===== src/rtl/core/shape_pixel_coverage_test_unit_defines.svh =====
// ----------------------------------------------------------------------------
// Shape pixel coverage test unit - assertion macros
// Shared concurrent assertion forms, clocked on i_clk and held off in reset.
// ----------------------------------------------------------------------------
`ifndef SHAPE_PIXEL_COVERAGE_TEST_UNIT_DEFINES_SVH
`define SHAPE_PIXEL_COVERAGE_TEST_UNIT_DEFINES_SVH

// Same-cycle implication.
`define SPCT_ASSERT_IMPLIES(label, ante, cons, msg) \
    label: assert property (@(posedge i_clk) disable iff (!i_rst_n) (ante) |-> (cons)) \
        else $error(msg);

// Next-cycle implication.
`define SPCT_ASSERT_NEXT(label, ante, cons, msg) \
    label: assert property (@(posedge i_clk) disable iff (!i_rst_n) (ante) |=> (cons)) \
        else $error(msg);

`endif


===== src/rtl/core/spct_pkg.sv =====
// ----------------------------------------------------------------------------
// Shape pixel coverage test - package
// Widths, register indexes, shape codes, pipeline payload types and helpers.
// ----------------------------------------------------------------------------
package spct_pkg;

    localparam int COORD_BITS  = 12;
    localparam int VTX_W       = 2 * COORD_BITS;
    localparam int PIX_W       = 11;
    localparam int IMG_W       = 12;
    localparam int RAD_W       = 11;
    localparam int COL_W       = 24;
    localparam int CH_W        = 8;
    localparam int KIND_W      = 2;
    localparam int CFG_IDX_W   = 4;
    localparam int CFG_DW      = (VTX_W > COL_W) ? VTX_W : COL_W;

    // Signed width holding a pixel, a vertex coordinate, their difference
    // and a circle bound (center plus or minus radius).
    localparam int WD_W        = ((COORD_BITS > PIX_W + 1) ? COORD_BITS : PIX_W + 1) + 1;
    localparam int VD_W        = COORD_BITS + 1;
    localparam int EP_W        = VD_W + WD_W;
    localparam int ES_W        = EP_W + 1;
    localparam int ST_W        = ES_W + 1;
    localparam int SQ_W        = 2 * WD_W;
    localparam int DS_W        = SQ_W + 1;
    localparam int R2_W        = 2 * RAD_W;

    localparam int IN_TDATA_W  = ((2 * PIX_W + 7) / 8) * 8;
    localparam int OUT_TDATA_W = ((2 * PIX_W + COL_W + 7) / 8) * 8;

    localparam logic [IMG_W-1:0] IMG_SIZE_RST = IMG_W'(2048);

    localparam logic [KIND_W-1:0] KIND_TRI    = 2'd0;
    localparam logic [KIND_W-1:0] KIND_CIRCLE = 2'd1;
    localparam logic [KIND_W-1:0] KIND_RECT   = 2'd2;

    localparam logic [CFG_IDX_W-1:0] REG_SHAPE_KIND   = 4'd0;
    localparam logic [CFG_IDX_W-1:0] REG_FILL_COLOR   = 4'd1;
    localparam logic [CFG_IDX_W-1:0] REG_VERTEX_A     = 4'd2;
    localparam logic [CFG_IDX_W-1:0] REG_VERTEX_B     = 4'd3;
    localparam logic [CFG_IDX_W-1:0] REG_VERTEX_C     = 4'd4;
    localparam logic [CFG_IDX_W-1:0] REG_RADIUS       = 4'd5;
    localparam logic [CFG_IDX_W-1:0] REG_IMAGE_WIDTH  = 4'd6;
    localparam logic [CFG_IDX_W-1:0] REG_IMAGE_HEIGHT = 4'd7;

    typedef struct packed {
        logic [KIND_W-1:0] shape_kind;
        logic [COL_W-1:0]  fill_color;
        logic [VTX_W-1:0]  vertex_a;
        logic [VTX_W-1:0]  vertex_b;
        logic [VTX_W-1:0]  vertex_c;
        logic [RAD_W-1:0]  radius;
        logic [IMG_W-1:0]  image_width;
        logic [IMG_W-1:0]  image_height;
    } t_cfg;

    // Operands of one edge function: ex*qy - ey*qx.
    typedef struct packed {
        logic signed [VD_W-1:0] ex;
        logic signed [VD_W-1:0] ey;
        logic signed [WD_W-1:0] qx;
        logic signed [WD_W-1:0] qy;
    } t_edge_op;

    typedef struct packed {
        logic [PIX_W-1:0]  px;
        logic [PIX_W-1:0]  py;
        logic [KIND_W-1:0] kind;
        logic              box_ok;
        logic              rect_hit;
        t_edge_op          e0;
        t_edge_op          e1;
        t_edge_op          e2;
    } t_setup;

    typedef struct packed {
        logic [PIX_W-1:0]       px;
        logic [PIX_W-1:0]       py;
        logic [KIND_W-1:0]      kind;
        logic                   box_ok;
        logic                   rect_hit;
        logic signed [EP_W-1:0] p0a;
        logic signed [EP_W-1:0] p0b;
        logic signed [EP_W-1:0] p1a;
        logic signed [EP_W-1:0] p1b;
        logic signed [EP_W-1:0] p2a;
        logic signed [EP_W-1:0] p2b;
        logic [SQ_W-1:0]        dx2;
        logic [SQ_W-1:0]        dy2;
        logic [R2_W-1:0]        r2;
    } t_prod;

    typedef struct packed {
        logic [PIX_W-1:0]       px;
        logic [PIX_W-1:0]       py;
        logic [KIND_W-1:0]      kind;
        logic                   box_ok;
        logic                   rect_hit;
        logic                   circ_hit;
        logic signed [ES_W-1:0] s;
        logic signed [ES_W-1:0] t;
        logic signed [ES_W-1:0] d;
    } t_edge;

    typedef struct packed {
        logic             we;
        logic [PIX_W-1:0] px;
        logic [PIX_W-1:0] py;
    } t_result;

    function automatic logic signed [COORD_BITS-1:0] coord_x(input logic [VTX_W-1:0] v);
        return $signed(v[VTX_W-1:COORD_BITS]);
    endfunction

    function automatic logic signed [COORD_BITS-1:0] coord_y(input logic [VTX_W-1:0] v);
        return $signed(v[COORD_BITS-1:0]);
    endfunction

    function automatic logic signed [WD_W-1:0] to_wd(input logic signed [COORD_BITS-1:0] c);
        return WD_W'(c);
    endfunction

    function automatic logic signed [WD_W-1:0] pix_wd(input logic [PIX_W-1:0] p);
        return $signed(WD_W'(p));
    endfunction

    // Edge from vertex va to vb, evaluated at the pixel.
    function automatic t_edge_op edge_op(input logic [VTX_W-1:0] va,
                                         input logic [VTX_W-1:0] vb,
                                         input logic [PIX_W-1:0] px,
                                         input logic [PIX_W-1:0] py);
        t_edge_op e;
        e.ex = VD_W'(coord_x(va)) - VD_W'(coord_x(vb));
        e.ey = VD_W'(coord_y(va)) - VD_W'(coord_y(vb));
        e.qx = pix_wd(px) - to_wd(coord_x(vb));
        e.qy = pix_wd(py) - to_wd(coord_y(vb));
        return e;
    endfunction

endpackage


===== src/rtl/core/spct_mul.sv =====
// ----------------------------------------------------------------------------
// Shape pixel coverage test - multiply stage
// Edge function products, squared distances and squared radius.
// ----------------------------------------------------------------------------
module spct_mul (
    input  logic                          i_clk,
    input  logic                          i_rst_n,
    input  logic [spct_pkg::RAD_W-1:0]    i_radius,
    input  logic                          i_valid,
    output logic                          o_ready,
    input  spct_pkg::t_setup              i_data,
    output logic                          o_valid,
    input  logic                          i_ready,
    output spct_pkg::t_prod               o_data
);
    import spct_pkg::*;

    logic  r_valid;
    t_prod r_data;
    t_prod n_data;

    always_comb begin
        n_data.px       = i_data.px;
        n_data.py       = i_data.py;
        n_data.kind     = i_data.kind;
        n_data.box_ok   = i_data.box_ok;
        n_data.rect_hit = i_data.rect_hit;
        n_data.p0a = EP_W'($signed(i_data.e0.ex)) * EP_W'($signed(i_data.e0.qy));
        n_data.p0b = EP_W'($signed(i_data.e0.ey)) * EP_W'($signed(i_data.e0.qx));
        n_data.p1a = EP_W'($signed(i_data.e1.ex)) * EP_W'($signed(i_data.e1.qy));
        n_data.p1b = EP_W'($signed(i_data.e1.ey)) * EP_W'($signed(i_data.e1.qx));
        n_data.p2a = EP_W'($signed(i_data.e2.ex)) * EP_W'($signed(i_data.e2.qy));
        n_data.p2b = EP_W'($signed(i_data.e2.ey)) * EP_W'($signed(i_data.e2.qx));
        // Edge 1 operands are pixel minus vertex_a: the circle offsets.
        n_data.dx2 = $unsigned(SQ_W'($signed(i_data.e1.qx)) * SQ_W'($signed(i_data.e1.qx)));
        n_data.dy2 = $unsigned(SQ_W'($signed(i_data.e1.qy)) * SQ_W'($signed(i_data.e1.qy)));
        n_data.r2  = R2_W'(i_radius) * R2_W'(i_radius);
    end

    assign o_ready = !r_valid || i_ready;
    assign o_valid = r_valid;
    assign o_data  = r_data;

    always_ff @(posedge i_clk) begin
        if (!i_rst_n) begin
            r_valid <= 1'b0;
        end else if (o_ready) begin
            r_valid <= i_valid;
        end
    end

    always_ff @(posedge i_clk) begin
        if (o_ready && i_valid) begin
            r_data <= n_data;
        end
    end

endmodule


===== config.mk =====
export PLATFORM = sky130hd
export DESIGN_NAME = spct_mul
export DESIGN_NICKNAME = d
export VERILOG_FILES = /design/src/rtl/core/shape_pixel_coverage_test_unit_defines.svh /design/src/rtl/core/spct_pkg.sv /design/src/rtl/core/spct_mul.sv
export SDC_FILE = /design/constraint.sdc
export NUM_CORES = 2
export LEC_CHECK = 0
export BUFFER_PORTS_ARGS = -buffer_cell sky130_fd_sc_hd__clkbuf_2
export CORE_MARGIN = 8
export CORE_UTILIZATION = 45
export CTS_CLUSTER_SIZE = 10
export DETAILED_ROUTE_END_ITERATION = 7
export SETUP_SLACK_MARGIN = 0.15
export SYNTH_ARGS = -nofsm -noshare
export SYNTH_HDL_FRONTEND = slang
export SYNTH_SLANG_ARGS = --single-unit

===== constraint.sdc =====
create_clock -name i_clk -period 19.9 [get_ports i_clk]
set_input_delay 1.99 -clock i_clk [delete_from_list [all_inputs] [get_ports i_clk]]
set_output_delay 1.99 -clock i_clk [all_outputs]
set_load 0.03 [all_outputs]

==> flow_metrics.tcl <==
set metrics [dict create \
    path_clk_slew_ps 50 \
    critical_path_class "in -> reg" \
    grt_pass1_vias 44700 \
    die_area_um2 146000 \
    synth_common_cells "1453 x inv_1, 1321 x fa_1, 684 x nand2_1" \
    met1_usage_pct 26.1 \
    hold_path.class "reg -> reg" \
    root_buffer "clkbuf_16" \
    busiest_layer "met2" \
    wire_per_inst_um 17.0 \
    postRouteAntennaNets 0 \
    area_growth_pct 8.48 \
    port_buffers 451 \
    cts_buffers 41 \
    routed_wl_um 139000 \
    grt.overflow.total 0 \
    h-tree-depth 2 \
    die_h_um 383 \
    synth_edf_count 253 \
    avgViaCountPerCell 5.01 \
    cts-root-to-sink-buffers 3 \
    stdcell_area_um2 65600 \
    cts_tree "yes" \
    instances_no_fill 8162 \
    vias 40900 \
    ys_ff_latch 254 \
    setup_slack_ps 12000 \
    whs_path_depth 2 \
    dp.cells 8086 \
    final.setup.tns_ps 0 \
    finalHoldViolCount 0 \
    cp-start-kind "input pin" \
    fin_crit_sh_pct 39.7 \
    grt_max_degree 146 \
    final_nets 8479 \
    synth_top_cell_by_area "fa_1" \
    dr.pass1.iters 5 \
    yosys_warnings 0 \
    grt_use_total_pct 19.5 \
    synth_cells 6066 \
    drc 0 \
    die_w_um 383 \
    synth_area_um2 60500 \
    final.min_clock_period_ps 7900 \
    rsz0062_at_grt "no" \
    tightestPinTransition_ps 1170 \
    drive_above_1_share_pct 8.78 \
    use_met3_pct 3.29 \
    initial_core_util_pct 45.3 \
    cp_data_required_time_ps 20250 \
    std_cell_rows 134 \
    grt_pass1_wl_um 233000 \
    yosysSeqAreaShare_pct 12.6 \
    drt_iter0_drc 1871 \
    synth.area.top_cells "fa_1 44%, edfxtp_1 13%, ha_1 12%" \
    fillers 12500 \
    post_cts_resized 0 \
    place_area_um2 64200 \
    drv_slew 0 \
    yosys.cell_types.count 85 \
    seq_area_um2 7620 \
    clk_latency_ps 620 \
    worstPathMaxFanout 22 \
    clock_skew_ps 37.5 \
    cap_viol_max_count 0 \
    pre_cts_slack_ps 11450 \
    use_met2_pct 32.9 \
    core-area_um2 133000 \
    setup_viol 0 \
    synth_flop_cell "edfxtp_1" \
    pin_count 455 \
    cts.sinks 254 \
    gp_congestion 0.856 \
    yosysMostFrequentCell "inv_1" \
    synth_top_area_share_pct 43.7 \
    max_slew_margin_pct 21.0 \
    cp-end-kind "flip-flop" \
    ys_async_sr_fraction_pct 0 \
    postCtsSetupBuffers 0 \
    postCtsHoldBufs 0 \
    status "finished, final reports clean" \
    fmax_mhz 127 \
    multi_input_comb_area_um2 46600 \
    postSynthAreaPerCell_um2 9.97 \
    antenna_found_initial 7 \
    hpwl_um 114000 \
    cp.arrival_ps 8260 \
    r2r.worst_path.cells 3 \
]
critical path, stage by stage:
cell and delay [ps]:
clkbuf_2 80, buf_4 310, clkinv_1 630, nor2_1 320, fa_1 460, fa_1 510, fa_1 430, fa_1 510
fa_1 410, ha_1 290, ha_1 370, a2111o_1 420, o311ai_0 1000, o21ba_2 270, a21oi_1 80, xor2_1 140
per-stage QoR:
stage | hold slack (ps) | utilization (%)
3_5_place_dp | 528 | 48.1
5_1_grt | 600 | 49.2
4_1_cts | 538 | 49.2
3_3_place_gp | 514 | 48.1
2_1_floorplan | 885 | -
6_report | 537 | 49.2
sequential cells by signal, indices dropped and copies added, names as in the netlist:
name	cells
o_data	253
o_valid	1
cells by family (layout without fill, tap and decap cells):
logic type	count (synthesis)	in the layout	share of synthesized area, %
fa+ha+maj	1921	1921	56.1
flops	254	254	12.6
compound gates	446	446	4.99
other cells	1	6	0.00620
simple gates	1531	1531	12.3
buf+inv	1666	1989	10.4
xor+xnor	240	240	3.47
mux	7	7	0.120
routing by layer:
metal,wire (um),part of all wire [%]
met1,59700,43
met2,67500,49
met3,7880,5.7
met4,3680,2.7
met5,13,0.0094
worst paths after layout:
| path | start | to | slack, ps |
|---|---|---|---|
| worst max-delay path | i_data[64] | o_data[176]$_DFFE_PP_ | 12000 |
| worst min register to register | o_valid$_SDFFE_PN0N_ | o_valid$_SDFFE_PN0N_ | 540 |
| worst min-delay path | o_valid$_SDFFE_PN0N_ | o_valid$_SDFFE_PN0N_ | 540 |
| worst max register to register | o_valid$_SDFFE_PN0N_ | o_data[250]$_DFFE_PP_ | 17440 |
layout make-up:
cell class	instances	area share, %
Tap cell	1768	3.37
Clock inverter	26	0.418
Clock buffer	47	1.68
Multi-Input combinational cell	4148	71.0
Inverter	1459	8.34
Timing Repair Buffer	457	3.53
Antenna cell	3	0.0114
Sequential cell	254	11.6
cells in the final DEF (no fill, tap or decap), drive strengths merged, types with 5 or more instances in the layout:
cell type	n
o31ai	7
fa	1321
xor2	48
o21ai	76
bufinv	5
clkinv	21
a221oi	5
nand3	14
ha	600
edfxtp	253
a211o	7
nor2b	25
a21o	78
or2	11
o211ai	9
a31o	8
mux2i	5
or4	7
inv	1455
buf	6
o31a	5
nand2b	43
or3	5
nand2	684
o21bai	14
nor3	33
nor2	153
a211oi	24
xnor2	192
nand4	10
a31oi	17
and3	19
and2	515
clkbuf	498
o21a	29
nor4	5
a21oi	123
Power is not shown: default switching activity piles up to over one toggle a cycle in this logic, so the estimate is an artifact.
