File: src/rtl/core/shape_pixel_coverage_test_unit_defines.svh
// ----------------------------------------------------------------------------
// Shape pixel coverage test unit - assertion macros
// Shared concurrent assertion forms, clocked on i_clk and held off in reset.
// ----------------------------------------------------------------------------
`ifndef SHAPE_PIXEL_COVERAGE_TEST_UNIT_DEFINES_SVH
`define SHAPE_PIXEL_COVERAGE_TEST_UNIT_DEFINES_SVH

// Same-cycle implication.
`define SPCT_ASSERT_IMPLIES(label, ante, cons, msg) \
    label: assert property (@(posedge i_clk) disable iff (!i_rst_n) (ante) |-> (cons)) \
        else $error(msg);

// Next-cycle implication.
`define SPCT_ASSERT_NEXT(label, ante, cons, msg) \
    label: assert property (@(posedge i_clk) disable iff (!i_rst_n) (ante) |=> (cons)) \
        else $error(msg);

`endif

File: src/rtl/core/spct_pkg.sv
// ----------------------------------------------------------------------------
// Shape pixel coverage test - package
// Widths, register indexes, shape codes, pipeline payload types and helpers.
// ----------------------------------------------------------------------------
package spct_pkg;

    localparam int COORD_BITS  = 12;
    localparam int VTX_W       = 2 * COORD_BITS;
    localparam int PIX_W       = 11;
    localparam int IMG_W       = 12;
    localparam int RAD_W       = 11;
    localparam int COL_W       = 24;
    localparam int CH_W        = 8;
    localparam int KIND_W      = 2;
    localparam int CFG_IDX_W   = 4;
    localparam int CFG_DW      = (VTX_W > COL_W) ? VTX_W : COL_W;

    // Signed width holding a pixel, a vertex coordinate, their difference
    // and a circle bound (center plus or minus radius).
    localparam int WD_W        = ((COORD_BITS > PIX_W + 1) ? COORD_BITS : PIX_W + 1) + 1;
    localparam int VD_W        = COORD_BITS + 1;
    localparam int EP_W        = VD_W + WD_W;
    localparam int ES_W        = EP_W + 1;
    localparam int ST_W        = ES_W + 1;
    localparam int SQ_W        = 2 * WD_W;
    localparam int DS_W        = SQ_W + 1;
    localparam int R2_W        = 2 * RAD_W;

    localparam int IN_TDATA_W  = ((2 * PIX_W + 7) / 8) * 8;
    localparam int OUT_TDATA_W = ((2 * PIX_W + COL_W + 7) / 8) * 8;

    localparam logic [IMG_W-1:0] IMG_SIZE_RST = IMG_W'(2048);

    localparam logic [KIND_W-1:0] KIND_TRI    = 2'd0;
    localparam logic [KIND_W-1:0] KIND_CIRCLE = 2'd1;
    localparam logic [KIND_W-1:0] KIND_RECT   = 2'd2;

    localparam logic [CFG_IDX_W-1:0] REG_SHAPE_KIND   = 4'd0;
    localparam logic [CFG_IDX_W-1:0] REG_FILL_COLOR   = 4'd1;
    localparam logic [CFG_IDX_W-1:0] REG_VERTEX_A     = 4'd2;
    localparam logic [CFG_IDX_W-1:0] REG_VERTEX_B     = 4'd3;
    localparam logic [CFG_IDX_W-1:0] REG_VERTEX_C     = 4'd4;
    localparam logic [CFG_IDX_W-1:0] REG_RADIUS       = 4'd5;
    localparam logic [CFG_IDX_W-1:0] REG_IMAGE_WIDTH  = 4'd6;
    localparam logic [CFG_IDX_W-1:0] REG_IMAGE_HEIGHT = 4'd7;

    typedef struct packed {
        logic [KIND_W-1:0] shape_kind;
        logic [COL_W-1:0]  fill_color;
        logic [VTX_W-1:0]  vertex_a;
        logic [VTX_W-1:0]  vertex_b;
        logic [VTX_W-1:0]  vertex_c;
        logic [RAD_W-1:0]  radius;
        logic [IMG_W-1:0]  image_width;
        logic [IMG_W-1:0]  image_height;
    } t_cfg;

    // Operands of one edge function: ex*qy - ey*qx.
    typedef struct packed {
        logic signed [VD_W-1:0] ex;
        logic signed [VD_W-1:0] ey;
        logic signed [WD_W-1:0] qx;
        logic signed [WD_W-1:0] qy;
    } t_edge_op;

    typedef struct packed {
        logic [PIX_W-1:0]  px;
        logic [PIX_W-1:0]  py;
        logic [KIND_W-1:0] kind;
        logic              box_ok;
        logic              rect_hit;
        t_edge_op          e0;
        t_edge_op          e1;
        t_edge_op          e2;
    } t_setup;

    typedef struct packed {
        logic [PIX_W-1:0]       px;
        logic [PIX_W-1:0]       py;
        logic [KIND_W-1:0]      kind;
        logic                   box_ok;
        logic                   rect_hit;
        logic signed [EP_W-1:0] p0a;
        logic signed [EP_W-1:0] p0b;
        logic signed [EP_W-1:0] p1a;
        logic signed [EP_W-1:0] p1b;
        logic signed [EP_W-1:0] p2a;
        logic signed [EP_W-1:0] p2b;
        logic [SQ_W-1:0]        dx2;
        logic [SQ_W-1:0]        dy2;
        logic [R2_W-1:0]        r2;
    } t_prod;

    typedef struct packed {
        logic [PIX_W-1:0]       px;
        logic [PIX_W-1:0]       py;
        logic [KIND_W-1:0]      kind;
        logic                   box_ok;
        logic                   rect_hit;
        logic                   circ_hit;
        logic signed [ES_W-1:0] s;
        logic signed [ES_W-1:0] t;
        logic signed [ES_W-1:0] d;
    } t_edge;

    typedef struct packed {
        logic             we;
        logic [PIX_W-1:0] px;
        logic [PIX_W-1:0] py;
    } t_result;

    function automatic logic signed [COORD_BITS-1:0] coord_x(input logic [VTX_W-1:0] v);
        return $signed(v[VTX_W-1:COORD_BITS]);
    endfunction

    function automatic logic signed [COORD_BITS-1:0] coord_y(input logic [VTX_W-1:0] v);
        return $signed(v[COORD_BITS-1:0]);
    endfunction

    function automatic logic signed [WD_W-1:0] to_wd(input logic signed [COORD_BITS-1:0] c);
        return WD_W'(c);
    endfunction

    function automatic logic signed [WD_W-1:0] pix_wd(input logic [PIX_W-1:0] p);
        return $signed(WD_W'(p));
    endfunction

    // Edge from vertex va to vb, evaluated at the pixel.
    function automatic t_edge_op edge_op(input logic [VTX_W-1:0] va,
                                         input logic [VTX_W-1:0] vb,
                                         input logic [PIX_W-1:0] px,
                                         input logic [PIX_W-1:0] py);
        t_edge_op e;
        e.ex = VD_W'(coord_x(va)) - VD_W'(coord_x(vb));
        e.ey = VD_W'(coord_y(va)) - VD_W'(coord_y(vb));
        e.qx = pix_wd(px) - to_wd(coord_x(vb));
        e.qy = pix_wd(py) - to_wd(coord_y(vb));
        return e;
    endfunction

endpackage

File: src/rtl/core/spct_cfg_regs.sv
// ----------------------------------------------------------------------------
// Shape pixel coverage test - configuration registers
// Holds the shape, color, vertices, radius and image size.
// ----------------------------------------------------------------------------
module spct_cfg_regs (
    input  logic                              i_clk,
    input  logic                              i_rst_n,
    input  logic                              i_valid,
    output logic                              o_ready,
    input  logic [spct_pkg::CFG_IDX_W-1:0]    i_index,
    input  logic [spct_pkg::CFG_DW-1:0]       i_data,
    output spct_pkg::t_cfg                    o_cfg
);
    import spct_pkg::*;

    t_cfg r_cfg;

    assign o_ready = 1'b1;
    assign o_cfg   = r_cfg;

    // Mask each write to its register width; drop unknown indexes.
    always_ff @(posedge i_clk) begin
        if (!i_rst_n) begin
            r_cfg.shape_kind   <= KIND_TRI;
            r_cfg.fill_color   <= '0;
            r_cfg.vertex_a     <= '0;
            r_cfg.vertex_b     <= '0;
            r_cfg.vertex_c     <= '0;
            r_cfg.radius       <= '0;
            r_cfg.image_width  <= IMG_SIZE_RST;
            r_cfg.image_height <= IMG_SIZE_RST;
        end else if (i_valid) begin
            case (i_index)
                REG_SHAPE_KIND:   r_cfg.shape_kind   <= i_data[KIND_W-1:0];
                REG_FILL_COLOR:   r_cfg.fill_color   <= i_data[COL_W-1:0];
                REG_VERTEX_A:     r_cfg.vertex_a     <= i_data[VTX_W-1:0];
                REG_VERTEX_B:     r_cfg.vertex_b     <= i_data[VTX_W-1:0];
                REG_VERTEX_C:     r_cfg.vertex_c     <= i_data[VTX_W-1:0];
                REG_RADIUS:       r_cfg.radius       <= i_data[RAD_W-1:0];
                REG_IMAGE_WIDTH:  r_cfg.image_width  <= i_data[IMG_W-1:0];
                REG_IMAGE_HEIGHT: r_cfg.image_height <= i_data[IMG_W-1:0];
                default: begin
                end
            endcase
        end
    end

endmodule

File: config.mk
export PLATFORM = sky130hd
export DESIGN_NAME = spct_cfg_regs
export DESIGN_NICKNAME = d
export VERILOG_FILES = /design/src/rtl/core/shape_pixel_coverage_test_unit_defines.svh /design/src/rtl/core/spct_pkg.sv /design/src/rtl/core/spct_cfg_regs.sv
export SDC_FILE = /design/constraint.sdc
export NUM_CORES = 1
export LEC_CHECK = 0
export BUFFER_PORTS_ARGS = -buffer_cell sky130_fd_sc_hd__buf_2
export CAP_MARGIN = 10
export CELL_PAD_IN_SITES_DETAIL_PLACEMENT = 2
export CELL_PAD_IN_SITES_GLOBAL_PLACEMENT = 2
export CORE_MARGIN = 1
export CORE_UTILIZATION = 30
export CTS_CLUSTER_SIZE = 14
export DETAILED_ROUTE_END_ITERATION = 12
export PLACE_DENSITY = 0.82
export SLEW_MARGIN = 15
export SYNTH_ARGS = -nofsm -noshare
export SYNTH_HDL_FRONTEND = slang
export SYNTH_SLANG_ARGS = --single-unit
File: constraint.sdc
create_clock -name i_clk -period 1.55 [get_ports i_clk]
set_input_delay 0.3875 -clock i_clk [delete_from_list [all_inputs] [get_ports i_clk]]
set_output_delay 0.3875 -clock i_clk [all_outputs]
set_load 0.02 [all_outputs]
==> flow_summary_export.csv <==
group,metric,value,unit
setup_path,critical-path-top-delay-family,"flip-flops",
timing,setup_violations,0,
finish,final_cells,864,
synthesis,yosys_warnings,0,
synthesis,synth_area_leaders,"dfxtp_1 (53%), mux2i_1 (27%), nand2_1 (12%)",
route,wl_met1,6.61,mm
synthesis,synth_compound_area_share,0,%
clock_tree,cts_setup_buffers,0,
clock_tree,cts_sinks,133,
synthesis,ys_ff_latch,133,
timing,max_clock_freq,738,MHz
synthesis,yosysSeqAreaShare,53.2,%
floorplanning,die-area,0.0172,mm²
route,top_layer,"met4",
clock_tree,clock_path_buffers,2,
floorplanning,initial_core_util,31.2,%
floorplanning,coreArea,0.0161,mm²
timing,post-route-period-util,87.4,%
floorplanning,die_w,131,µm
finish,fin_nets,666,
synthesis,ys_types,20,
floorplanning,placementRows,46,
clock_tree,cts_made_buffers,17,
grt,grt_pass1_vias,4548,
place,dp_slack,0.0333,ns
clock_tree,cts_tree,"built",
setup_path,critical_path_arrival,0.97,ns
route,dr.pass1.iters,4,
setup_path,r2r_slack,0.88,ns
power,p_per_area,1210,mW/mm²
route,antenna_left,0,
setup_path,crit_slowest_cell,"dfxtp_1",
setup_path,crit_path_end_kind,"primary output",
finish,antennaDiodeCount,0,
synthesis,yosysTopAreaCell,"dfxtp_1",
route,drt_iter0_drc,95,
power,p_leak,3.39,nW
timing,finalMaxSlewViolations,0,
route,drcViolationCount,0,
finish,final_core_util,41.5,%
floorplanning,ioPinCount,165,
synthesis,synth-xor-area-share,0,%
finish,drive_above_1_share,33.2,%
synthesis,synth.area.mux_share,26.6,%
place,dp.cells,832,
synthesis,synth-simple-area-share,14.3,%
place,port_buffers,163,
synthesis,synthAdderAreaFrac,0,%
grt,grt-ovfl-total,0,
place,place_hpwl,11.5,mm
setup_path,cp_max_fo,2,
setup_path,critical_path.startpoint_type,"flop",
clock_tree,cts_hold_buf,0,
finish,mostFrequentLayoutCell,"buf_2",
timing,post-route-min-period,1.35,ns
power,peakVddDrop,775,µV
setup_path,path_cells,"buf_2",
clock_tree,cts_root_buffer,"clkbuf_16",
clock_tree,cts_resized,0,
hold_path,hp-class,"primary input to flop",
route,wire_per_inst,18.8,µm
timing,tns,0,ns
job,drv_cap,0,
clock_tree,cts_max_level,4,
place,gp_congestion,0.739,
route,vias,3993,
finish,final_cell_mix,"buf_2 (162), nand2_1 (157), mux2i_1 (133), dfxtp_1 (133), clkbuf_16 (17)",
route,wl_met2,8.30,mm
synthesis,syn_area_per_cell,10.6,µm²
run_status,status,"complete, no violations",
synthesis,postSynthNetCount,502,
finish,largest_reg_flops,133,
timing,fin_ws,0.195,ns
setup_path,path_buf_inv,1,
setup_path,required,1.16,ns
timing,grt_setup_unrepaired,"false",
timing,hold_viol_final,0,
synthesis,netlist_instances,471,
grt,grt_max_degree,55,
synthesis,synth_area,0.00500,mm²
synthesis,yosys.area.top_type_share,53.2,%
finish,syn2layout_area_growth,33.3,%
synthesis,synth_top_family_by_area,"multiplexers",
floorplanning,die_h,131,µm
finish,fillerInstances,1750,
route,drt-total-wl,16.3,mm
power,power,0.00806,W
setup_path,crit_type,"flop to primary output",
grt,grt_pass1_wl,25.5,mm
route,wl_met3,1.15,mm
grt,track_usage,19.6,%
grt,antenna_found_initial,0,
setup_path,slowest_delay,0.37,ns
timing,clock_skew,0,ns
clock_tree,clk_latency,0.41,ns
route,routed_via_density,4.62,
clock_tree,clk_pin_slew,0.06,ns
[power by group]
part / switching, W / internal [W] / leakage (nW) / total, W
clock network: 0.00148 / 0.00265 / 0.293 / 0.00413
registers: 0.0000251 / 0.00346 / 1.07 / 0.00349
logic: 0.000293 / 0.000153 / 2.02 / 0.000446
[cells in the mapped netlist]
| cell | n |
|---|---|
| nor3b_2 | 1 |
| nand3b_4 | 1 |
| buf_1 | 1 |
| nand2_1 | 157 |
| nand2b_1 | 1 |
| buf_4 | 3 |
| and3_1 | 1 |
| buf_2 | 8 |
| dfxtp_1 | 133 |
| buf_12 | 4 |
| clkbuf_1 | 9 |
| nor2_1 | 1 |
| nor2_2 | 1 |
| nor3b_4 | 2 |
| buf_8 | 2 |
| conb_1 | 1 |
| nand3b_1 | 2 |
| nor2b_1 | 3 |
| mux2i_1 | 133 |
| buf_6 | 7 |
[area by class of cell]
| cell class | count | area, µm² | share of cell area, % |
|---|---|---|---|
| clock buffers | 23 | 478 | 7.17 |
| well taps | 216 | 270 | 4.05 |
| repair buffers | 179 | 1080 | 16.1 |
| multi-input cells | 304 | 2050 | 30.8 |
| clock inverters | 9 | 125 | 1.88 |
| flip-flops and latches | 133 | 2660 | 39.9 |
[metrics by stage]
| stage | hold slack (ns) | cell area [µm²] |
|---|---|---|
| detailed placement | 0.446 | 6060 |
| CTS | 0.286 | 6670 |
| finish | 0.303 | 6670 |
| floorplan | 0.532 | 5000 |
| global route | 0.314 | 6670 |
| global placement | 0.440 | 6060 |
[worst paths after layout]
path | from | endpoint | cells past startpoint
max | o_cfg[80] | o_cfg[80] | 1
min | i_data[18] | o_cfg[101] | 3
max reg2reg | o_cfg[112] | o_cfg[112] | 2
min reg2reg | o_cfg[73] | o_cfg[73] | 2
[layer usage]
metal	up-vias	GRT usage (%)
met5	-	0
met4	0	6.08
met3	15	7.48
met2	133	35.4
met1	1971	21.0
li1	1874	-
[kinds of logic after synthesis]
| group | after synthesis |
|---|---|
| DFF | 133 |
| and+or+nand+nor | 170 |
| other | 1 |
| muxes | 133 |
| buffers and inverters | 34 |
(Power assumes the default switching activity.)
