[src/rtl/core/shape_pixel_coverage_test_unit_defines.svh]
// ----------------------------------------------------------------------------
// Shape pixel coverage test unit - assertion macros
// Shared concurrent assertion forms, clocked on i_clk and held off in reset.
// ----------------------------------------------------------------------------
`ifndef SHAPE_PIXEL_COVERAGE_TEST_UNIT_DEFINES_SVH
`define SHAPE_PIXEL_COVERAGE_TEST_UNIT_DEFINES_SVH

// Same-cycle implication.
`define SPCT_ASSERT_IMPLIES(label, ante, cons, msg) \
    label: assert property (@(posedge i_clk) disable iff (!i_rst_n) (ante) |-> (cons)) \
        else $error(msg);

// Next-cycle implication.
`define SPCT_ASSERT_NEXT(label, ante, cons, msg) \
    label: assert property (@(posedge i_clk) disable iff (!i_rst_n) (ante) |=> (cons)) \
        else $error(msg);

`endif

[src/rtl/core/spct_pkg.sv]
// ----------------------------------------------------------------------------
// Shape pixel coverage test - package
// Widths, register indexes, shape codes, pipeline payload types and helpers.
// ----------------------------------------------------------------------------
package spct_pkg;

    localparam int COORD_BITS  = 12;
    localparam int VTX_W       = 2 * COORD_BITS;
    localparam int PIX_W       = 11;
    localparam int IMG_W       = 12;
    localparam int RAD_W       = 11;
    localparam int COL_W       = 24;
    localparam int CH_W        = 8;
    localparam int KIND_W      = 2;
    localparam int CFG_IDX_W   = 4;
    localparam int CFG_DW      = (VTX_W > COL_W) ? VTX_W : COL_W;

    // Signed width holding a pixel, a vertex coordinate, their difference
    // and a circle bound (center plus or minus radius).
    localparam int WD_W        = ((COORD_BITS > PIX_W + 1) ? COORD_BITS : PIX_W + 1) + 1;
    localparam int VD_W        = COORD_BITS + 1;
    localparam int EP_W        = VD_W + WD_W;
    localparam int ES_W        = EP_W + 1;
    localparam int ST_W        = ES_W + 1;
    localparam int SQ_W        = 2 * WD_W;
    localparam int DS_W        = SQ_W + 1;
    localparam int R2_W        = 2 * RAD_W;

    localparam int IN_TDATA_W  = ((2 * PIX_W + 7) / 8) * 8;
    localparam int OUT_TDATA_W = ((2 * PIX_W + COL_W + 7) / 8) * 8;

    localparam logic [IMG_W-1:0] IMG_SIZE_RST = IMG_W'(2048);

    localparam logic [KIND_W-1:0] KIND_TRI    = 2'd0;
    localparam logic [KIND_W-1:0] KIND_CIRCLE = 2'd1;
    localparam logic [KIND_W-1:0] KIND_RECT   = 2'd2;

    localparam logic [CFG_IDX_W-1:0] REG_SHAPE_KIND   = 4'd0;
    localparam logic [CFG_IDX_W-1:0] REG_FILL_COLOR   = 4'd1;
    localparam logic [CFG_IDX_W-1:0] REG_VERTEX_A     = 4'd2;
    localparam logic [CFG_IDX_W-1:0] REG_VERTEX_B     = 4'd3;
    localparam logic [CFG_IDX_W-1:0] REG_VERTEX_C     = 4'd4;
    localparam logic [CFG_IDX_W-1:0] REG_RADIUS       = 4'd5;
    localparam logic [CFG_IDX_W-1:0] REG_IMAGE_WIDTH  = 4'd6;
    localparam logic [CFG_IDX_W-1:0] REG_IMAGE_HEIGHT = 4'd7;

    typedef struct packed {
        logic [KIND_W-1:0] shape_kind;
        logic [COL_W-1:0]  fill_color;
        logic [VTX_W-1:0]  vertex_a;
        logic [VTX_W-1:0]  vertex_b;
        logic [VTX_W-1:0]  vertex_c;
        logic [RAD_W-1:0]  radius;
        logic [IMG_W-1:0]  image_width;
        logic [IMG_W-1:0]  image_height;
    } t_cfg;

    // Operands of one edge function: ex*qy - ey*qx.
    typedef struct packed {
        logic signed [VD_W-1:0] ex;
        logic signed [VD_W-1:0] ey;
        logic signed [WD_W-1:0] qx;
        logic signed [WD_W-1:0] qy;
    } t_edge_op;

    typedef struct packed {
        logic [PIX_W-1:0]  px;
        logic [PIX_W-1:0]  py;
        logic [KIND_W-1:0] kind;
        logic              box_ok;
        logic              rect_hit;
        t_edge_op          e0;
        t_edge_op          e1;
        t_edge_op          e2;
    } t_setup;

    typedef struct packed {
        logic [PIX_W-1:0]       px;
        logic [PIX_W-1:0]       py;
        logic [KIND_W-1:0]      kind;
        logic                   box_ok;
        logic                   rect_hit;
        logic signed [EP_W-1:0] p0a;
        logic signed [EP_W-1:0] p0b;
        logic signed [EP_W-1:0] p1a;
        logic signed [EP_W-1:0] p1b;
        logic signed [EP_W-1:0] p2a;
        logic signed [EP_W-1:0] p2b;
        logic [SQ_W-1:0]        dx2;
        logic [SQ_W-1:0]        dy2;
        logic [R2_W-1:0]        r2;
    } t_prod;

    typedef struct packed {
        logic [PIX_W-1:0]       px;
        logic [PIX_W-1:0]       py;
        logic [KIND_W-1:0]      kind;
        logic                   box_ok;
        logic                   rect_hit;
        logic                   circ_hit;
        logic signed [ES_W-1:0] s;
        logic signed [ES_W-1:0] t;
        logic signed [ES_W-1:0] d;
    } t_edge;

    typedef struct packed {
        logic             we;
        logic [PIX_W-1:0] px;
        logic [PIX_W-1:0] py;
    } t_result;

    function automatic logic signed [COORD_BITS-1:0] coord_x(input logic [VTX_W-1:0] v);
        return $signed(v[VTX_W-1:COORD_BITS]);
    endfunction

    function automatic logic signed [COORD_BITS-1:0] coord_y(input logic [VTX_W-1:0] v);
        return $signed(v[COORD_BITS-1:0]);
    endfunction

    function automatic logic signed [WD_W-1:0] to_wd(input logic signed [COORD_BITS-1:0] c);
        return WD_W'(c);
    endfunction

    function automatic logic signed [WD_W-1:0] pix_wd(input logic [PIX_W-1:0] p);
        return $signed(WD_W'(p));
    endfunction

    // Edge from vertex va to vb, evaluated at the pixel.
    function automatic t_edge_op edge_op(input logic [VTX_W-1:0] va,
                                         input logic [VTX_W-1:0] vb,
                                         input logic [PIX_W-1:0] px,
                                         input logic [PIX_W-1:0] py);
        t_edge_op e;
        e.ex = VD_W'(coord_x(va)) - VD_W'(coord_x(vb));
        e.ey = VD_W'(coord_y(va)) - VD_W'(coord_y(vb));
        e.qx = pix_wd(px) - to_wd(coord_x(vb));
        e.qy = pix_wd(py) - to_wd(coord_y(vb));
        return e;
    endfunction

endpackage

[src/rtl/core/spct_eval.sv]
// ----------------------------------------------------------------------------
// Shape pixel coverage test - evaluate stages
// Sum edge products and distance, then decide coverage into the output register.
// ----------------------------------------------------------------------------
module spct_eval (
    input  logic              i_clk,
    input  logic              i_rst_n,
    input  logic              i_valid,
    output logic              o_ready,
    input  spct_pkg::t_prod   i_data,
    output logic              o_valid,
    input  logic              i_ready,
    output spct_pkg::t_result o_data
);
    import spct_pkg::*;

    logic    r_vc, r_vd;
    logic    rdy_c, rdy_d;
    t_edge   r_c;
    t_edge   n_c;
    t_result r_d;
    t_result n_d;

    logic [DS_W-1:0]        dist_sq;
    logic signed [ES_W-1:0] s, t, d;
    logic signed [ST_W-1:0] st;
    logic                   tri_out, tri_hit, hit;

    // Edge sums and circle distance.
    always_comb begin
        n_c.px       = i_data.px;
        n_c.py       = i_data.py;
        n_c.kind     = i_data.kind;
        n_c.box_ok   = i_data.box_ok;
        n_c.rect_hit = i_data.rect_hit;
        n_c.s        = ES_W'(i_data.p0a) - ES_W'(i_data.p0b);
        n_c.t        = ES_W'(i_data.p1a) - ES_W'(i_data.p1b);
        n_c.d        = ES_W'(i_data.p2a) - ES_W'(i_data.p2b);
        dist_sq      = DS_W'(i_data.dx2) + DS_W'(i_data.dy2);
        n_c.circ_hit = dist_sq <= DS_W'(i_data.r2);
    end

    // Sign tests; an edge value of zero counts as inside.
    always_comb begin
        s       = r_c.s;
        t       = r_c.t;
        d       = r_c.d;
        st      = ST_W'(s) + ST_W'(t);
        tri_out = ((s < 0) != (t < 0)) && (s != 0) && (t != 0);
        tri_hit = !tri_out && ((d == 0) || ((d < 0) == (st <= 0)));
        case (r_c.kind)
            KIND_TRI:    hit = tri_hit;
            KIND_CIRCLE: hit = r_c.circ_hit;
            KIND_RECT:   hit = r_c.rect_hit;
            default:     hit = 1'b0;
        endcase
        n_d.we = hit && r_c.box_ok;
        n_d.px = r_c.px;
        n_d.py = r_c.py;
    end

    assign rdy_d   = !r_vd || i_ready;
    assign rdy_c   = !r_vc || rdy_d;
    assign o_ready = rdy_c;
    assign o_valid = r_vd;
    assign o_data  = r_d;

    always_ff @(posedge i_clk) begin
        if (!i_rst_n) begin
            r_vc <= 1'b0;
            r_vd <= 1'b0;
        end else begin
            if (rdy_c) begin
                r_vc <= i_valid;
            end
            if (rdy_d) begin
                r_vd <= r_vc;
            end
        end
    end

    always_ff @(posedge i_clk) begin
        if (rdy_c && i_valid) begin
            r_c <= n_c;
        end
        if (rdy_d && r_vc) begin
            r_d <= n_d;
        end
    end

endmodule

[config.mk]
export PLATFORM = sky130hd
export DESIGN_NAME = spct_eval
export DESIGN_NICKNAME = d
export VERILOG_FILES = /design/src/rtl/core/shape_pixel_coverage_test_unit_defines.svh /design/src/rtl/core/spct_pkg.sv /design/src/rtl/core/spct_eval.sv
export SDC_FILE = /design/constraint.sdc
export NUM_CORES = 1
export LEC_CHECK = 0
export ABC_AREA = 1
export ABC_CLOCK_PERIOD_IN_PS = 3750
export BUFFER_PORTS_ARGS = -buffer_cell sky130_fd_sc_hd__buf_2
export CAP_MARGIN = 0
export CORE_MARGIN = 10
export CORE_UTILIZATION = 50
export CTS_CLUSTER_DIAMETER = 60
export CTS_CLUSTER_SIZE = 40
export DETAILED_ROUTE_END_ITERATION = 16
export PLACE_DENSITY_LB_ADDON = 0.12
export SETUP_SLACK_MARGIN = 0.3
export SYNTH_ARGS = -nofsm -noshare
export SYNTH_HDL_FRONTEND = slang
export SYNTH_SLANG_ARGS = --single-unit
[constraint.sdc]
create_clock -name i_clk -period 3.75 [get_ports i_clk]
set_input_delay 0.1875 -clock i_clk [delete_from_list [all_inputs] [get_ports i_clk]]
set_output_delay 0.1875 -clock i_clk [all_outputs]
set_load 0.1 [all_outputs]
==> impl_metrics.yaml <==
status:
  status: "finished clean"
worst_setup_path:
  arrival_ps: 3370
  crit_fanout: 3
  end_kind: "flip-flop"
  reg2reg_slack_ps: 850
  required_ps: 4020
  crit_type: "input pin to flip-flop"
  critPathLaunchType: "input pin"
sta:
  hold_slack_ps: 111
  period_share_pct: 82.6
  worstMarginPinSlew_ps: 672
  hold_viol: 0
  setup_viol: 0
  setup_tns_ps: 0
  skew_ps: 7.14
  relSlewSlack_pct: 54.8
  rsz0062_at_grt: "no"
  max_freq_mhz: 323
  setup_ws_ps: 651
  period_needed_ps: 3100
  maxSlewViolCount: 0
pwr:
  p_sw_mw: 2.12
  p_int_mw: 3.57
  swShare_pct: 37.3
  seqPwrFrac_pct: 34.1
  ir_drop_mv: 0.389
  finalPower_mw: 5.68
  p_clk_share_pct: 25.7
  power_density_nw_per_um2: 383
  leakage_nw: 7.61
  comb_power_share_pct: 40.2
layout:
  final_common_cell: "nand2_1"
  nets: 2306
  syn_to_final_growth_pct: 22.1
  layout_common_cells: "nand2_1 (384), buf_2 (284), inv_1 (271)"
  layout-drive-gt1-share_pct: 20.0
  fillers: 2261
place:
  io_buffers: 284
  place_congestion: 0.930
  place_hpwl_mm: 28.8
  place_ws_ps: 211
routing:
  drcViolationCount: 0
  vias: 11300
  first_pass_iters: 5
  detail_route.iter0.violations: 545
  wl_per_cell_um: 15.1
  routed_wl_mm: 33.7
  ant_nets: 0
  via_per_inst: 5.08
die:
  core_um2: 23700
  boundaryPins: 285
  dieArea_um2: 30900
  start_util_pct: 51.3
  die_h_um: 176
  rows: 56
  die_w_um: 176
synth:
  synth_nets: 1974
  netlist_instances: 1556
  synth_cell_types: 48
  yosys_warnings: 0
  synthFlopType: "edfxtp_1"
  synth-seq-area-share_pct: 32.7
  synth-edff-count: 131
  async_flop_share_pct: 0
  ys_ff_latch: 133
  syn_area_per_cell_um2: 7.81
  syn_area_um2: 12100
clock_network:
  root_buffer: "clkbuf_16"
  clockBufferDepth: 2
  cts_tree: "built"
  path_clk_slew_ps: 60
  post_cts_buffers: 0
  clk_latency_ps: 410
  h-tree-depth: 4
  clkSinkCount: 133
  cts_buffers: 17
grt:
  track_usage_pct: 21.5
  grt.overflow.total: 0
  grt_pass1_vias: 11600
  grt_pass1_wl_mm: 54.1
  grt_max_degree: 82
  antenna_found_initial: 14
hold_path:
  hold_class: "input pin to flip-flop"
flow_run:
  drv_cap: 0
==> cells in the mapped netlist, drive strengths merged, types with 2 or more instances <==
master	number	share of area (%)
a21boi	3	0.25
a21o	5	0.31
a21oi	148	6.6
a31oi	5	0.26
and2	2	0.11
dfxtp	2	0.33
edfxtp	131	32
fa	5	0.82
ha	153	16
inv	282	8.7
nand2	390	12
nand3	65	2.8
nand3b	5	0.31
nand4	24	1.3
nor2	102	3.4
nor3	13	0.62
nor4	22	1.1
o2111ai	4	0.34
o211ai	3	0.19
o21a	6	0.37
o21ai	65	2.9
o21bai	9	0.74
o221ai	2	0.14
o31ai	5	0.54
xnor2	32	2.3
xor2	67	4.8
==> registers in the layout (all words and copies together), names as in the netlist <==
| register | cells |
|---|---|
| n_d | 22 |
| t | 27 |
| d | 27 |
| s | 27 |
| o_valid | 1 |
| o_data | 23 |
| r_c | 5 |
| r_vc | 1 |
==> critical path, stage by stage <==
cell and delay (ps):
buf_2 100, ha_1 220, fa_1 400, nand3_1 100, nand2_1 90, nand3_1 80, nand2_1 100, inv_1 90
o21ai_1 100, a21oi_1 220, o21ai_1 140, xor2_1 170, ha_1 300, a21oi_1 150, nor2_1 60, a2111oi_1 350
nand2_1 90, nand2_1 70, nand2_1 40, nand2_1 50, nand2_1 50, nand2_1 60, nand3_1 70, nor2_1 90
==> cell type report <==
type	instances	area [um^2]	share of cell area, %
Sequential cell	133	3980	26.8
Clock inverter	13	83.8	0.565
Clock buffer	19	433	2.92
Tap cell	319	399	2.69
Timing Repair Buffer	313	1720	11.6
Multi-Input combinational cell	1141	7130	48.1
Inverter	282	1060	7.16
Antenna cell	10	25.0	0.169
==> cells by family after synthesis <==
family / count (synthesis) / synth area share [%]
AOI/OAI and AO/OA: 259 / 12.9
xor gates and xnor gates: 99 / 7.14
adders and majority gates: 158 / 16.6
buffers and inverters: 282 / 8.71
DFF: 133 / 32.7
and+or+nand+nor: 625 / 21.9
==> timing repair <==
item,in CTS,in global routing
endpoints found under the setup margin,0,1
hold endpoints to repair,28,0
gates resized for setup,0,1
hold buffers,27,0
==> per-stage QoR <==
| stage | cells | cell area [um^2] | util (%) |
|---|---|---|---|
| CTS | 2220 | 14800 | 62.5 |
| floorplan | 1556 | 12200 | - |
| global placement | 2161 | 14000 | 59.2 |
| finish | 2230 | 14800 | 62.6 |
| detailed placement | 2161 | 14000 | 59.2 |
| global route | 2228 | 14800 | 62.6 |
==> path summary, 6_finish.rpt <==
path	start	end	depth (start not counted)
hold reg to reg	n_d[13]	o_data[13]	0
setup reg to reg	t[0]	o_data[22]	15
hold / removal	i_ready	o_valid	4
setup / recovery	i_data[22]	r_c[81]	24
==> layer usage <==
metal	wire, um	up-vias	track usage [%]	part of all wire, %
li1	-	5876	-	-
met1	13600	5096	23.7	40
met2	17500	289	39.3	52
met3	1690	52	4.55	5.0
met4	846	8	8.37	2.5
met5	42	-	0	0.12
==> power by group through the flow <==
stage	Combinational [mW]	Clock, mW	Sequential (mW)
floorplan	1.60	0	2.03
global placement	2.21	0	1.96
detailed placement	2.24	0	1.97
CTS	2.28	1.49	1.94
global route	2.60	1.55	1.95
finish	2.29	1.46	1.94
Power figures use the tool's default switching activity.
